==> src/rtl/i2cebm_pkg.sv <==
`timescale 1ns / 1ps
// ----------------------------------------------------------------------------
// i2cebm_pkg
// shared types and constants of the eeprom byte master
// ----------------------------------------------------------------------------
package i2cebm_pkg;

    localparam logic [1:0] ACT_TICK  = 2'd0;
    localparam logic [1:0] ACT_WRITE = 2'd1;
    localparam logic [1:0] ACT_READ  = 2'd2;

    localparam logic CFG_DEVICE_ADDRESS = 1'b0;
    localparam logic CFG_ACK_POLL_LIMIT = 1'b1;

    localparam logic [6:0] DEVICE_ADDRESS_RST = 7'd80;
    localparam logic [7:0] ACK_POLL_LIMIT_RST = 8'd200;

    typedef enum logic [4:0] {
        PH_IDLE    = 5'd0,
        PH_ST1     = 5'd1,
        PH_ST2     = 5'd2,
        PH_ST3     = 5'd3,
        PH_ST4     = 5'd4,
        PH_WB_D    = 5'd5,
        PH_WB_H    = 5'd6,
        PH_WB_L    = 5'd7,
        PH_AK_REL  = 5'd8,
        PH_AK_CLK  = 5'd9,
        PH_AK_POLL = 5'd10,
        PH_RD_REL  = 5'd11,
        PH_RD_H    = 5'd12,
        PH_RD_S    = 5'd13,
        PH_RD_L    = 5'd14,
        PH_SP1     = 5'd15,
        PH_SP2     = 5'd16,
        PH_SP3     = 5'd17
    } phase_t;

    typedef struct packed {
        logic [1:0] action;
        logic [7:0] word_address;
        logic [7:0] write_data;
        logic       sda_in;
    } item_t;

    typedef struct packed {
        logic       scl_level;
        logic       sda_level;
        logic       sda_drive;
        logic       busy_res;
        logic       done_res;
        logic [7:0] read_byte;
        logic       ack_missed;
    } result_t;

    typedef struct packed {
        logic [6:0] device_address;
        logic [7:0] ack_poll_limit;
    } cfg_t;

endpackage

==> src/rtl/i2c_eeprom_byte_master_core.sv <==
`timescale 1ns / 1ps
// ----------------------------------------------------------------------------
// i2c_eeprom_byte_master_core
// pin-level i2c master for eeprom byte write and random byte read
// ----------------------------------------------------------------------------
// Each input transaction is one bit-phase tick and yields exactly one result
// transaction holding the pin levels and status after that tick. The block
// takes one transaction per clock while the result side is not stalled; a result
// is loaded into the result register after its input has passed the input register,
// with the combinational sequencer step between the two registers. A full result register
// that is being taken does not stall the input side.
module i2c_eeprom_byte_master_core
    import i2cebm_pkg::*;
(
    input  logic       clk,
    input  logic       rst_n,
    input  logic       cfg_we,
    input  logic       cfg_index,
    input  logic [7:0] cfg_data,
    input  logic       in_valid,
    output logic       in_ready,
    input  logic [1:0] action,
    input  logic [7:0] word_address,
    input  logic [7:0] write_data,
    input  logic       sda_in,
    output logic       out_valid,
    input  logic       out_ready,
    output logic       scl_level,
    output logic       sda_level,
    output logic       sda_drive,
    output logic       busy_res,
    output logic       done_res,
    output logic [7:0] read_byte,
    output logic       ack_missed
);

    cfg_t    cfg_reg;
    item_t   item_reg;
    logic    in_valid_reg;
    result_t result_reg;
    logic    out_valid_reg;
    result_t step_result;
    logic    advance;

    assign advance  = in_valid_reg && (!out_valid_reg || out_ready);
    assign in_ready = !in_valid_reg || advance;

    always_ff @(posedge clk or negedge rst_n)
    begin
        if (!rst_n)
        begin
            cfg_reg.device_address <= DEVICE_ADDRESS_RST;
            cfg_reg.ack_poll_limit <= ACK_POLL_LIMIT_RST;
        end
        else if (cfg_we)
        begin
            unique case (cfg_index)
                CFG_DEVICE_ADDRESS: cfg_reg.device_address <= cfg_data[6:0];
                CFG_ACK_POLL_LIMIT: cfg_reg.ack_poll_limit <= cfg_data;
                default:
                begin
                end
            endcase
        end
    end

    always_ff @(posedge clk or negedge rst_n)
    begin
        if (!rst_n)
        begin
            in_valid_reg  <= 1'b0;
            out_valid_reg <= 1'b0;
        end
        else
        begin
            if (in_valid && in_ready)
            begin
                in_valid_reg <= 1'b1;
            end
            else if (advance)
            begin
                in_valid_reg <= 1'b0;
            end
            if (advance)
            begin
                out_valid_reg <= 1'b1;
            end
            else if (out_ready)
            begin
                out_valid_reg <= 1'b0;
            end
        end
    end

    always_ff @(posedge clk)
    begin
        if (in_valid && in_ready)
        begin
            item_reg <= '{action: action, word_address: word_address,
                          write_data: write_data, sda_in: sda_in};
        end
        if (advance)
        begin
            result_reg <= step_result;
        end
    end

    i2cebm_seq u_seq (
        .clk    (clk),
        .rst_n  (rst_n),
        .step   (advance),
        .item   (item_reg),
        .cfg    (cfg_reg),
        .result (step_result)
    );

    assign out_valid  = out_valid_reg;
    assign scl_level  = result_reg.scl_level;
    assign sda_level  = result_reg.sda_level;
    assign sda_drive  = result_reg.sda_drive;
    assign busy_res   = result_reg.busy_res;
    assign done_res   = result_reg.done_res;
    assign read_byte  = result_reg.read_byte;
    assign ack_missed = result_reg.ack_missed;

    // stop completes with both bus lines high and driven, and the sequence finished
    a_done_bus_idle: assert property (@(posedge clk) disable iff (!rst_n)
        out_valid_reg && result_reg.done_res |->
            !result_reg.busy_res && result_reg.scl_level && result_reg.sda_level
            && result_reg.sda_drive)
        else $error("done without stop condition on the bus");

    a_step_fills_output: assert property (@(posedge clk) disable iff (!rst_n)
        advance |=> out_valid_reg)
        else $error("sequencer step without a result");

    a_no_step_when_empty: assert property (@(posedge clk) disable iff (!rst_n)
        !in_valid_reg |-> !advance)
        else $error("sequencer stepped without an item");

endmodule

==> src/rtl/i2cebm_seq.sv <==
`timescale 1ns / 1ps
// ----------------------------------------------------------------------------
// i2cebm_seq
// bit-phase sequencer: one pin action per tick, state held here
// ----------------------------------------------------------------------------
module i2cebm_seq
    import i2cebm_pkg::*;
(
    input  logic    clk,
    input  logic    rst_n,
    input  logic    step,
    input  item_t   item,
    input  cfg_t    cfg,
    output result_t result
);

    phase_t     phase_reg, phase_next;
    logic [3:0] bit_count_reg, bit_count_next;
    logic [7:0] shift_byte_reg, shift_byte_next;
    logic [2:0] byte_index_reg, byte_index_next;
    logic [7:0] ack_wait_reg, ack_wait_next;
    logic       is_read_reg, is_read_next;
    logic [7:0] received_reg, received_next;
    logic       ack_error_reg, ack_error_next;
    logic       scl_reg, scl_next;
    logic       sda_reg, sda_next;
    logic       sda_dir_reg, sda_dir_next;
    logic [7:0] lat_word_reg, lat_word_next;
    logic [7:0] lat_data_reg, lat_data_next;

    function automatic logic [7:0] byte_sel(
        input logic [2:0] idx,
        input logic       rd,
        input logic [6:0] dev,
        input logic [7:0] word,
        input logic [7:0] data
    );
        logic [7:0] b;
        b = {dev, 1'b0};
        if (idx == 3'd1)
        begin
            b = word;
        end
        else if (idx != 3'd0)
        begin
            b = rd ? {dev, 1'b1} : data;
        end
        return b;
    endfunction

    always_comb
    begin
        logic       done;
        logic [3:0] bc_inc;
        logic [8:0] cnt;
        logic [2:0] bi_inc;
        logic       do_after;

        phase_next      = phase_reg;
        bit_count_next  = bit_count_reg;
        shift_byte_next = shift_byte_reg;
        byte_index_next = byte_index_reg;
        ack_wait_next   = ack_wait_reg;
        is_read_next    = is_read_reg;
        received_next   = received_reg;
        ack_error_next  = ack_error_reg;
        scl_next        = scl_reg;
        sda_next        = sda_reg;
        sda_dir_next    = sda_dir_reg;
        lat_word_next   = lat_word_reg;
        lat_data_next   = lat_data_reg;
        done            = 1'b0;
        bc_inc          = bit_count_reg + 4'd1;
        cnt             = {1'b0, ack_wait_reg} + 9'd1;
        do_after        = 1'b0;

        // request taken only when idle
        if (phase_reg == PH_IDLE && (item.action == ACT_WRITE || item.action == ACT_READ))
        begin
            is_read_next    = (item.action == ACT_READ);
            lat_word_next   = item.word_address;
            lat_data_next   = item.write_data;
            ack_error_next  = 1'b0;
            byte_index_next = 3'd0;
            bit_count_next  = 4'd0;
            ack_wait_next   = 8'd0;
            phase_next      = PH_ST1;
        end

        bi_inc = byte_index_next + 3'd1;

        unique case (phase_next)
            PH_IDLE:
            begin
            end
            PH_ST1:
            begin
                sda_dir_next = 1'b1;
                sda_next     = 1'b1;
                phase_next   = PH_ST2;
            end
            PH_ST2:
            begin
                scl_next   = 1'b1;
                phase_next = PH_ST3;
            end
            PH_ST3:
            begin
                sda_next   = 1'b0;
                phase_next = PH_ST4;
            end
            PH_ST4:
            begin
                scl_next        = 1'b0;
                shift_byte_next = byte_sel(byte_index_next, is_read_next,
                                           cfg.device_address, lat_word_next,
                                           lat_data_next);
                bit_count_next  = 4'd0;
                phase_next      = PH_WB_D;
            end
            PH_WB_D:
            begin
                sda_dir_next    = 1'b1;
                sda_next        = shift_byte_reg[7];
                shift_byte_next = {shift_byte_reg[6:0], 1'b0};
                phase_next      = PH_WB_H;
            end
            PH_WB_H:
            begin
                scl_next   = 1'b1;
                phase_next = PH_WB_L;
            end
            PH_WB_L:
            begin
                scl_next       = 1'b0;
                bit_count_next = bc_inc;
                phase_next     = bc_inc[3] ? PH_AK_REL : PH_WB_D;
            end
            PH_AK_REL:
            begin
                sda_next   = 1'b1;
                phase_next = PH_AK_CLK;
            end
            PH_AK_CLK:
            begin
                scl_next      = 1'b1;
                sda_dir_next  = 1'b0;
                ack_wait_next = 8'd0;
                phase_next    = PH_AK_POLL;
            end
            PH_AK_POLL:
            begin
                if (!item.sda_in)
                begin
                    scl_next = 1'b0;
                    do_after = 1'b1;
                end
                else if (cnt > {1'b0, cfg.ack_poll_limit})
                begin
                    ack_error_next = 1'b1;
                    scl_next       = 1'b0;
                    do_after       = 1'b1;
                end
                else
                begin
                    ack_wait_next = cnt[7:0];
                end
            end
            PH_RD_REL:
            begin
                sda_next        = 1'b1;
                sda_dir_next    = 1'b0;
                bit_count_next  = 4'd0;
                shift_byte_next = 8'd0;
                phase_next      = PH_RD_H;
            end
            PH_RD_H:
            begin
                scl_next   = 1'b1;
                phase_next = PH_RD_S;
            end
            PH_RD_S:
            begin
                shift_byte_next = {shift_byte_reg[6:0], item.sda_in};
                phase_next      = PH_RD_L;
            end
            PH_RD_L:
            begin
                scl_next       = 1'b0;
                bit_count_next = bc_inc;
                if (bc_inc[3])
                begin
                    received_next = shift_byte_reg;
                    phase_next    = PH_SP1;
                end
                else
                begin
                    phase_next = PH_RD_H;
                end
            end
            PH_SP1:
            begin
                sda_dir_next = 1'b1;
                sda_next     = 1'b0;
                phase_next   = PH_SP2;
            end
            PH_SP2:
            begin
                scl_next   = 1'b1;
                phase_next = PH_SP3;
            end
            PH_SP3:
            begin
                sda_next   = 1'b1;
                done       = 1'b1;
                phase_next = PH_IDLE;
            end
            default:
            begin
                phase_next = PH_IDLE;
            end
        endcase

        // next byte after an acknowledge or a poll timeout
        if (do_after)
        begin
            byte_index_next = bi_inc;
            if (!is_read_next)
            begin
                if (bi_inc < 3'd3)
                begin
                    shift_byte_next = byte_sel(bi_inc, is_read_next, cfg.device_address,
                                               lat_word_next, lat_data_next);
                    bit_count_next  = 4'd0;
                    phase_next      = PH_WB_D;
                end
                else
                begin
                    phase_next = PH_SP1;
                end
            end
            else if (bi_inc == 3'd2)
            begin
                phase_next = PH_ST1;
            end
            else if (bi_inc >= 3'd3)
            begin
                phase_next = PH_RD_REL;
            end
            else
            begin
                shift_byte_next = byte_sel(bi_inc, is_read_next, cfg.device_address,
                                           lat_word_next, lat_data_next);
                bit_count_next  = 4'd0;
                phase_next      = PH_WB_D;
            end
        end

        result.scl_level  = scl_next;
        result.sda_level  = sda_next;
        result.sda_drive  = sda_dir_next;
        result.busy_res   = (phase_next != PH_IDLE);
        result.done_res   = done;
        result.read_byte  = received_next;
        result.ack_missed = ack_error_next;
    end

    always_ff @(posedge clk or negedge rst_n)
    begin
        if (!rst_n)
        begin
            phase_reg      <= PH_IDLE;
            bit_count_reg  <= 4'd0;
            shift_byte_reg <= 8'd0;
            byte_index_reg <= 3'd0;
            ack_wait_reg   <= 8'd0;
            is_read_reg    <= 1'b0;
            received_reg   <= 8'd0;
            ack_error_reg  <= 1'b0;
            scl_reg        <= 1'b1;
            sda_reg        <= 1'b1;
            sda_dir_reg    <= 1'b1;
            lat_word_reg   <= 8'd0;
            lat_data_reg   <= 8'd0;
        end
        else if (step)
        begin
            phase_reg      <= phase_next;
            bit_count_reg  <= bit_count_next;
            shift_byte_reg <= shift_byte_next;
            byte_index_reg <= byte_index_next;
            ack_wait_reg   <= ack_wait_next;
            is_read_reg    <= is_read_next;
            received_reg   <= received_next;
            ack_error_reg  <= ack_error_next;
            scl_reg        <= scl_next;
            sda_reg        <= sda_next;
            sda_dir_reg    <= sda_dir_next;
            lat_word_reg   <= lat_word_next;
            lat_data_reg   <= lat_data_next;
        end
    end

endmodule

==> config.mk <==
export PLATFORM = sky130hd
export DESIGN_NAME = i2c_eeprom_byte_master_core
export DESIGN_NICKNAME = d
export VERILOG_FILES = /design/src/rtl/i2cebm_pkg.sv /design/src/rtl/i2c_eeprom_byte_master_core.sv /design/src/rtl/i2cebm_seq.sv
export SDC_FILE = /design/constraint.sdc
export NUM_CORES = 1
export LEC_CHECK = 0
export ABC_AREA = 0
export BUFFER_PORTS_ARGS = -buffer_cell sky130_fd_sc_hd__buf_2
export CAP_MARGIN = 20
export CORE_MARGIN = 2
export CORE_UTILIZATION = 35
export DETAILED_ROUTE_END_ITERATION = 10
export PLACE_DENSITY = 0.49
export SYNTH_ARGS = -nofsm -noshare
export SYNTH_HDL_FRONTEND = slang
export SYNTH_SLANG_ARGS = --single-unit
==> constraint.sdc <==
create_clock -name clk -period 4.24 [get_ports clk]
set_input_delay 0.636 -clock clk [delete_from_list [all_inputs] [get_ports clk]]
set_output_delay 0.636 -clock clk [all_outputs]
set_load 0.1 [all_outputs]
==> flow_summary.json, run 1 <==
{
  "syn_area_um2": 5923,
  "clk_pin_slew_ns": 0.07,
  "synth_top_cell_by_area": "dfrtp_1",
  "largest_reg_flops": 19,
  "hold_class": "in2async",
  "crit_arrival_ns": 3.90,
  "holdWs_ns": 0.09922,
  "path_max_fanout": 8,
  "final_nets": 669,
  "worstReg2RegStart": "item_reg[18]$_DFFE_PP_",
  "cts_resized": 0,
  "synthSimpleGateAreaFrac_pct": 15.15,
  "clock_latency_ns": 0.36,
  "clk_path_buf_depth": 2,
  "vias": 4523,
  "power_density_nw_per_um2": 687.2,
  "muxShareOfSynthArea_pct": 11.83,
  "ant_nets": 0,
  "ys.flop_type": "dfrtp_1",
  "drt-initial-drc-count": 361,
  "rsz0062_at_grt": "false",
  "yosysSeqAreaShare_pct": 48.16,
  "seqCellArea_um2": 2853,
  "synth-compound-area-share_pct": 16.14,
  "leakagePower_nw": 2.842,
  "cts_tree": "yes",
  "wl_per_cell_um": 17.72,
  "endpoint_kind": "flop",
  "synthAdderAreaFrac_pct": 3.380,
  "ir_drop_mv": 0.2887,
  "cts_root_buffer": "clkbuf_16",
  "cts_buffers": 9,
  "synth-xor-area-share_pct": 1.331,
  "worstPathCellList": "ha_1 -> or4_4 -> o21ai_1 -> inv_1 -> ha_1 -> nand2b_1 -> o31a_1 -> and2_1 -> and3_4 -> nand3_1 -> a31o_1 -> o221a_1",
  "place.gp.congestion": 0.8617,
  "synthArstFlopShare_pct": 69.16,
  "syn_inst": 573,
  "finalHoldViolations": 0,
  "worst_setup_path_start_kind": "flop",
  "synth.area.top_cells": "dfrtp_1, edfxtp_1, mux2_2",
  "fp-row-count": 47,
  "synth_top_family_by_area": "compound AO/OA/AOI/OAI gates",
  "synth_edf_count": 33,
  "layout-drive-gt1-share_pct": 23.36,
  "n_fill_cell": 1661,
  "ys_ff_latch": 107,
  "fin_crit_ns": 3.654,
  "fp.dieH_um": 134.1,
  "cts.sinks": 107,
  "critPathTopFamily": "simple AND/OR/NAND/NOR gates",
  "fmax_mhz": 273.7,
  "yosysTopAreaCellShare_pct": 27.88,
  "fin_crit_sh_pct": 86.17,
  "postCtsSetupRepairBufs": 0,
  "vias_per_cell": 5.353,
  "numPortBuffers": 48,
  "status": "complete, no violations",
  "grt-ovfl-total": 0,
  "multi_input_area_um2": 2833,
  "htreeDepth": 3,
  "finalMaxSlewViolations": 0,
  "critical_path_class": "reg2reg",
  "gr-usage-all-layers_pct": 17.58,
  "num_io_pins": 49,
  "avgSynthCellArea_um2": 10.34,
  "maxCapViolCount": 0,
  "required_ns": 4.48,
  "relSlewSlack_pct": 37.39,
  "synth_fp_nets": 622,
  "start_util_pct": 35.72,
  "core_um2": 16580,
  "dr.pass1.iters": 5,
  "drc": 0,
  "synth_warnings": 0,
  "wl_um": 14970,
  "cp_slowest_cell": "or4_4",
  "r2r-end": "u_seq.shift_byte_reg[0]$_DFFE_PN0P_",
  "crit_buf_inv": 1,
  "die_w_um": 134.1,
  "grt_max_degree": 75,
  "setup_viol": 0,
  "num_antenna_cells": 0,
  "pre_cts_slack_ns": 0.6538,
  "grt_first_pass_wirelength_um": 24410,
  "r2r_slack_ns": 0.59,
  "tightest_slew_ns": 0.9392,
  "synthToLayoutAreaGrowth_pct": 13.73,
  "crit_top_cell": "ha_1",
  "netlist-cell-type-count": 72,
  "fin_util_pct": 40.62,
  "hpwlAfterDp_um": 10610,
  "grt_antenna_before_repair": 0,
  "max_stage_delay_ns": 0.60,
  "die_area_um2": 17980,
  "r2r_cells": 12,
  "grt_pass1_vias": 4381,
  "worst_slack_ns": 0.5864,
  "fin_skew_ns": 0.007777,
  "holdBufCountCts": 0,
  "tns_ns": 0
}
power breakdown:
part / internal [W] / total [W] / leakage [nW] / switching (W)
logic: 0.000798 / 0.00212 / 1.44 / 0.00132
registers: 0.00139 / 0.00164 / 1.25 / 0.000246
clock network: 0.000488 / 0.000877 / 0.154 / 0.000388
cells by family after synthesis:
logic type      count (synthesis)
buf+inv                        55
flops                         107
xor+xnor                        9
mux                            64
fa+ha+maj                      16
compound gates                138
simple gates                  184
final cells by class:
cell class                 instances  share of cell area, %
sequential                       107                  42.35
multi-input combinational        411                  42.05
tap                              220                  4.086
inverter                          32                  1.783
clock inverter                     2                 0.2043
clock buffer                      14                  4.402
timing repair buffer              59                  5.126
cell usage in the layout (no fill, tap or decap), types with 14 or more instances in the layout:
| master | count |
|---|---|
| o21ai_0 | 27 |
| dfrtp_1 | 66 |
| ha_1 | 16 |
| buf_2 | 47 |
| nand2b_1 | 14 |
| nor2_1 | 36 |
| inv_1 | 31 |
| nand2_1 | 75 |
| mux2i_1 | 16 |
| mux2_2 | 47 |
| edfxtp_1 | 33 |
| a21oi_1 | 31 |
synthesized netlist by cell type, types with 5 or more instances:
master / instances
mux2_2: 47
nor3_1: 11
mux2i_1: 16
clkbuf_1: 12
xnor2_1: 7
nand3_1: 13
o221ai_1: 10
a22oi_1: 7
nor2_1: 36
o211ai_1: 6
a31oi_1: 5
o22ai_1: 6
edfxtp_1: 33
nand2_1: 75
a2bb2oi_1: 5
dfstp_2: 8
nand2b_1: 14
a21oi_1: 31
ha_1: 16
dfrtp_1: 66
inv_1: 31
o21ai_0: 27
metal layers:
metal  global-route usage, %  vias up  share of wire (%)
met5                       0        -                  0
met4                   7.719        0                3.3
met3                   3.364       30                3.6
met2                   27.04      102                 45
met1                   24.22     2196                 48
li1                        -     2195                  -
worst max path at each step:
| stage | cells past startpoint | from | endpoint | slack, ns |
|---|---|---|---|---|
| after floorplan | 13 | item_reg[18]$_DFFE_PP_ | u_seq.shift_byte_reg[3]$_DFFE_PN0P_ | 0.98 |
| after global placement | 12 | u_seq.ack_wait_reg[0]$_DFFE_PN0P_ | u_seq.ack_wait_reg[6]$_DFFE_PN0P_ | 0.73 |
| after detailed placement | 12 | item_reg[18]$_DFFE_PP_ | u_seq.shift_byte_reg[0]$_DFFE_PN0P_ | 0.65 |
| after CTS | 12 | item_reg[18]$_DFFE_PP_ | u_seq.shift_byte_reg[0]$_DFFE_PN0P_ | 0.62 |
| after global routing | 12 | item_reg[18]$_DFFE_PP_ | u_seq.shift_byte_reg[3]$_DFFE_PN0P_ | 0.36 |
| final | 12 | item_reg[18]$_DFFE_PP_ | u_seq.shift_byte_reg[0]$_DFFE_PN0P_ | 0.59 |
metrics by stage:
stage	total power, W	instances	area [µm²]
after global routing	0.004961	845	6736
after floorplan	0.003247	573	5923
after global placement	0.003711	827	6391
final	0.004629	845	6736
after CTS	0.004642	843	6701
after detailed placement	0.003741	827	6391
Note: power is estimated with default switching activity, not from simulation.
==> run 2, diff against run 1 <==
--- a/config.mk
+++ b/config.mk
@@ -11,7 +11,7 @@
 export CORE_MARGIN = 2
 export CORE_UTILIZATION = 35
 export DETAILED_ROUTE_END_ITERATION = 10
-export PLACE_DENSITY = 0.49
+export PLACE_DENSITY = 0.51
 export SYNTH_ARGS = -nofsm -noshare
 export SYNTH_HDL_FRONTEND = slang
 export SYNTH_SLANG_ARGS = --single-unit
==> constraint.sdc (replaced) <==
create_clock -name clk -period 3.3 [get_ports clk]
set_input_delay 0.495 -clock clk [delete_from_list [all_inputs] [get_ports clk]]
set_output_delay 0.495 -clock clk [all_outputs]
set_load 0.1 [all_outputs]
==> run 2 against run 1 <==
Non-clock buffer count up 24. Final area up 3.7%. Utilization up 1.5 points. Cell count up 2.8%. Critical path type unchanged. Largest cell class is now multi-input gates.
==> flow_summary.json, run 2 (same netlist as run 1, synthesis figures left out) <==
{
  "status": "complete, no violations",
  "largest_reg_flops": 19,
  "max_stage_delay_ns": 0.54,
  "clk_path_buf_depth": 2,
  "core_um2": 16580,
  "rsz0062_at_grt": "true",
  "holdWs_ns": 0.07157,
  "fp-row-count": 47,
  "vias": 4591,
  "drt-initial-drc-count": 363,
  "cp_slowest_cell": "or4_4",
  "endpoint_kind": "flop",
  "cts_root_buffer": "clkbuf_16",
  "r2r_slack_ns": 0.16,
  "grt_max_degree": 75,
  "num_io_pins": 49,
  "layout-drive-gt1-share_pct": 28.66,
  "worstReg2RegStart": "item_reg[17]$_DFFE_PP_",
  "final_cell_mix": "nand2_1, dfrtp_1, mux2_2, buf_2",
  "relSlewSlack_pct": 37.24,
  "fmax_mhz": 318.6,
  "numPortBuffers": 48,
  "path_max_fanout": 5,
  "dp.cells": 851,
  "seqCellArea_um2": 2854,
  "finalHoldViolations": 0,
  "place.gp.congestion": 0.8824,
  "die_area_um2": 17980,
  "final_nets": 693,
  "dr.pass1.iters": 4,
  "gr-usage-all-layers_pct": 17.80,
  "fin_crit_sh_pct": 95.12,
  "crit_arrival_ns": 3.38,
  "finalMaxSlewViolations": 0,
  "ant_nets": 0,
  "final_cells": 869,
  "worst_setup_path_start_kind": "flop",
  "num_antenna_cells": 0,
  "tightest_slew_ns": 0.9414,
  "r2r_cells": 13,
  "htreeDepth": 3,
  "power_density_nw_per_um2": 869.5,
  "r2r-end": "u_seq.shift_byte_reg[0]$_DFFE_PN0P_",
  "drc": 0,
  "start_util_pct": 35.72,
  "worstPathCellList": "inv_2 -> ha_4 -> or4_4 -> o21ai_2 -> inv_1 -> ha_2 -> nand2b_1 -> o31a_1 -> and2_4 -> buf_4 -> nand4_1 -> a31o_1 -> o221a_1",
  "clock_latency_ns": 0.36,
  "ir_drop_mv": 0.3526,
  "multi_input_area_um2": 2919,
  "total_power_w": 0.006074,
  "leakagePower_nw": 2.955,
  "fp.dieH_um": 134.1,
  "grt_pass1_vias": 4613,
  "holdBufCountCts": 0,
  "wl_um": 15230,
  "clk_pin_slew_ns": 0.07,
  "cts_buffers": 9,
  "synthToLayoutAreaGrowth_pct": 17.93,
  "mostFrequentLayoutCell": "nand2_1",
  "required_ns": 3.54,
  "die_w_um": 134.1,
  "cts_tree": "yes",
  "vias_per_cell": 5.283,
  "hpwlAfterDp_um": 10840,
  "fin_crit_ns": 3.139,
  "grt_antenna_before_repair": 0,
  "cts.sinks": 107,
  "critical_path_class": "reg2reg",
  "setup_viol": 0,
  "fin_skew_ns": 0.007548,
  "maxCapViolCount": 0,
  "hold_class": "in2async",
  "grt-ovfl-total": 0,
  "grt_first_pass_wirelength_um": 24920,
  "n_fill_cell": 1604,
  "wl_per_cell_um": 17.53
}
[run 2: changes by cell type in the layout (fill, tap and decap cells not counted), sizes merged]
cell,delta
clkinv,+4
buf,+24
bufinv,+1
clkbuf,-5
[run 2: how the worst max path moves through the flow]
stage,end,cells after the start,startpoint
4_1_cts,u_seq.shift_byte_reg[2]$_DFFE_PN0P_,13,item_reg[17]$_DFFE_PP_
3_5_place_dp,u_seq.ack_wait_reg[5]$_DFFE_PN0P_,12,u_seq.ack_wait_reg[0]$_DFFE_PN0P_
5_1_grt,u_seq.shift_byte_reg[0]$_DFFE_PN0P_,13,u_seq.ack_wait_reg[0]$_DFFE_PN0P_
2_1_floorplan,u_seq.shift_byte_reg[3]$_DFFE_PN0P_,13,item_reg[18]$_DFFE_PP_
6_report,u_seq.shift_byte_reg[0]$_DFFE_PN0P_,13,item_reg[17]$_DFFE_PP_
3_3_place_gp,u_seq.ack_wait_reg[6]$_DFFE_PN0P_,12,u_seq.ack_wait_reg[0]$_DFFE_PN0P_
[run 2: per-stage QoR]
stage	area [µm²]	utilization (%)	TNS [ns]	worst slack, ns
floorplan	5923	-	0	0.04195
global placement	6571	39.63	0	0.04629
detailed placement	6571	39.63	-0.1064	-0.04204
CTS	6875	41.46	0	0.02194
global route	6985	42.12	-0.01213	-0.005458
finish	6985	42.12	0	0.1611
[run 2: cell type report]
class                      count  share of cell area [%]
tap                          220                   3.941
multi-input combinational    411                   41.79
clock inverter                 7                  0.9493
inverter                      32                   1.720
clock buffer                   9                   3.224
timing repair buffer          83                   7.523
sequential                   107                   40.86
[run 2: what timing repair did]
| action | CTS | global route |
|---|---|---|
| pin swaps | 0 | 3 |
| buffers inserted | 0 | 1 |
| gates resized for setup | 2 | 17 |
| setup endpoints to repair | 8 | 22 |
[run 2: critical path, delay by kind of cell (launching register included)]
kind,cells,cell delay (ns)
adders and majority gates,2,0.40
buffers and inverters,3,0.31
and+or+nand+nor,4,1.02
DFF,1,0.38
AOI/OAI and AO/OA,4,0.90
[run 2: per-layer routing]
layer	track usage, %	wire, µm	up-vias
li1	-	-	2243
met2	27.04	6886	82
met3	3.326	484	24
met5	0	0	-
met1	25.33	7479	2242
met4	6.667	382	0
[run 2: power by group]
part	switching [W]	internal (W)	total, W
Combinational	0.00177	0.00114	0.00291
Clock	0.000500	0.000586	0.00109
Sequential	0.000289	0.00179	0.00208
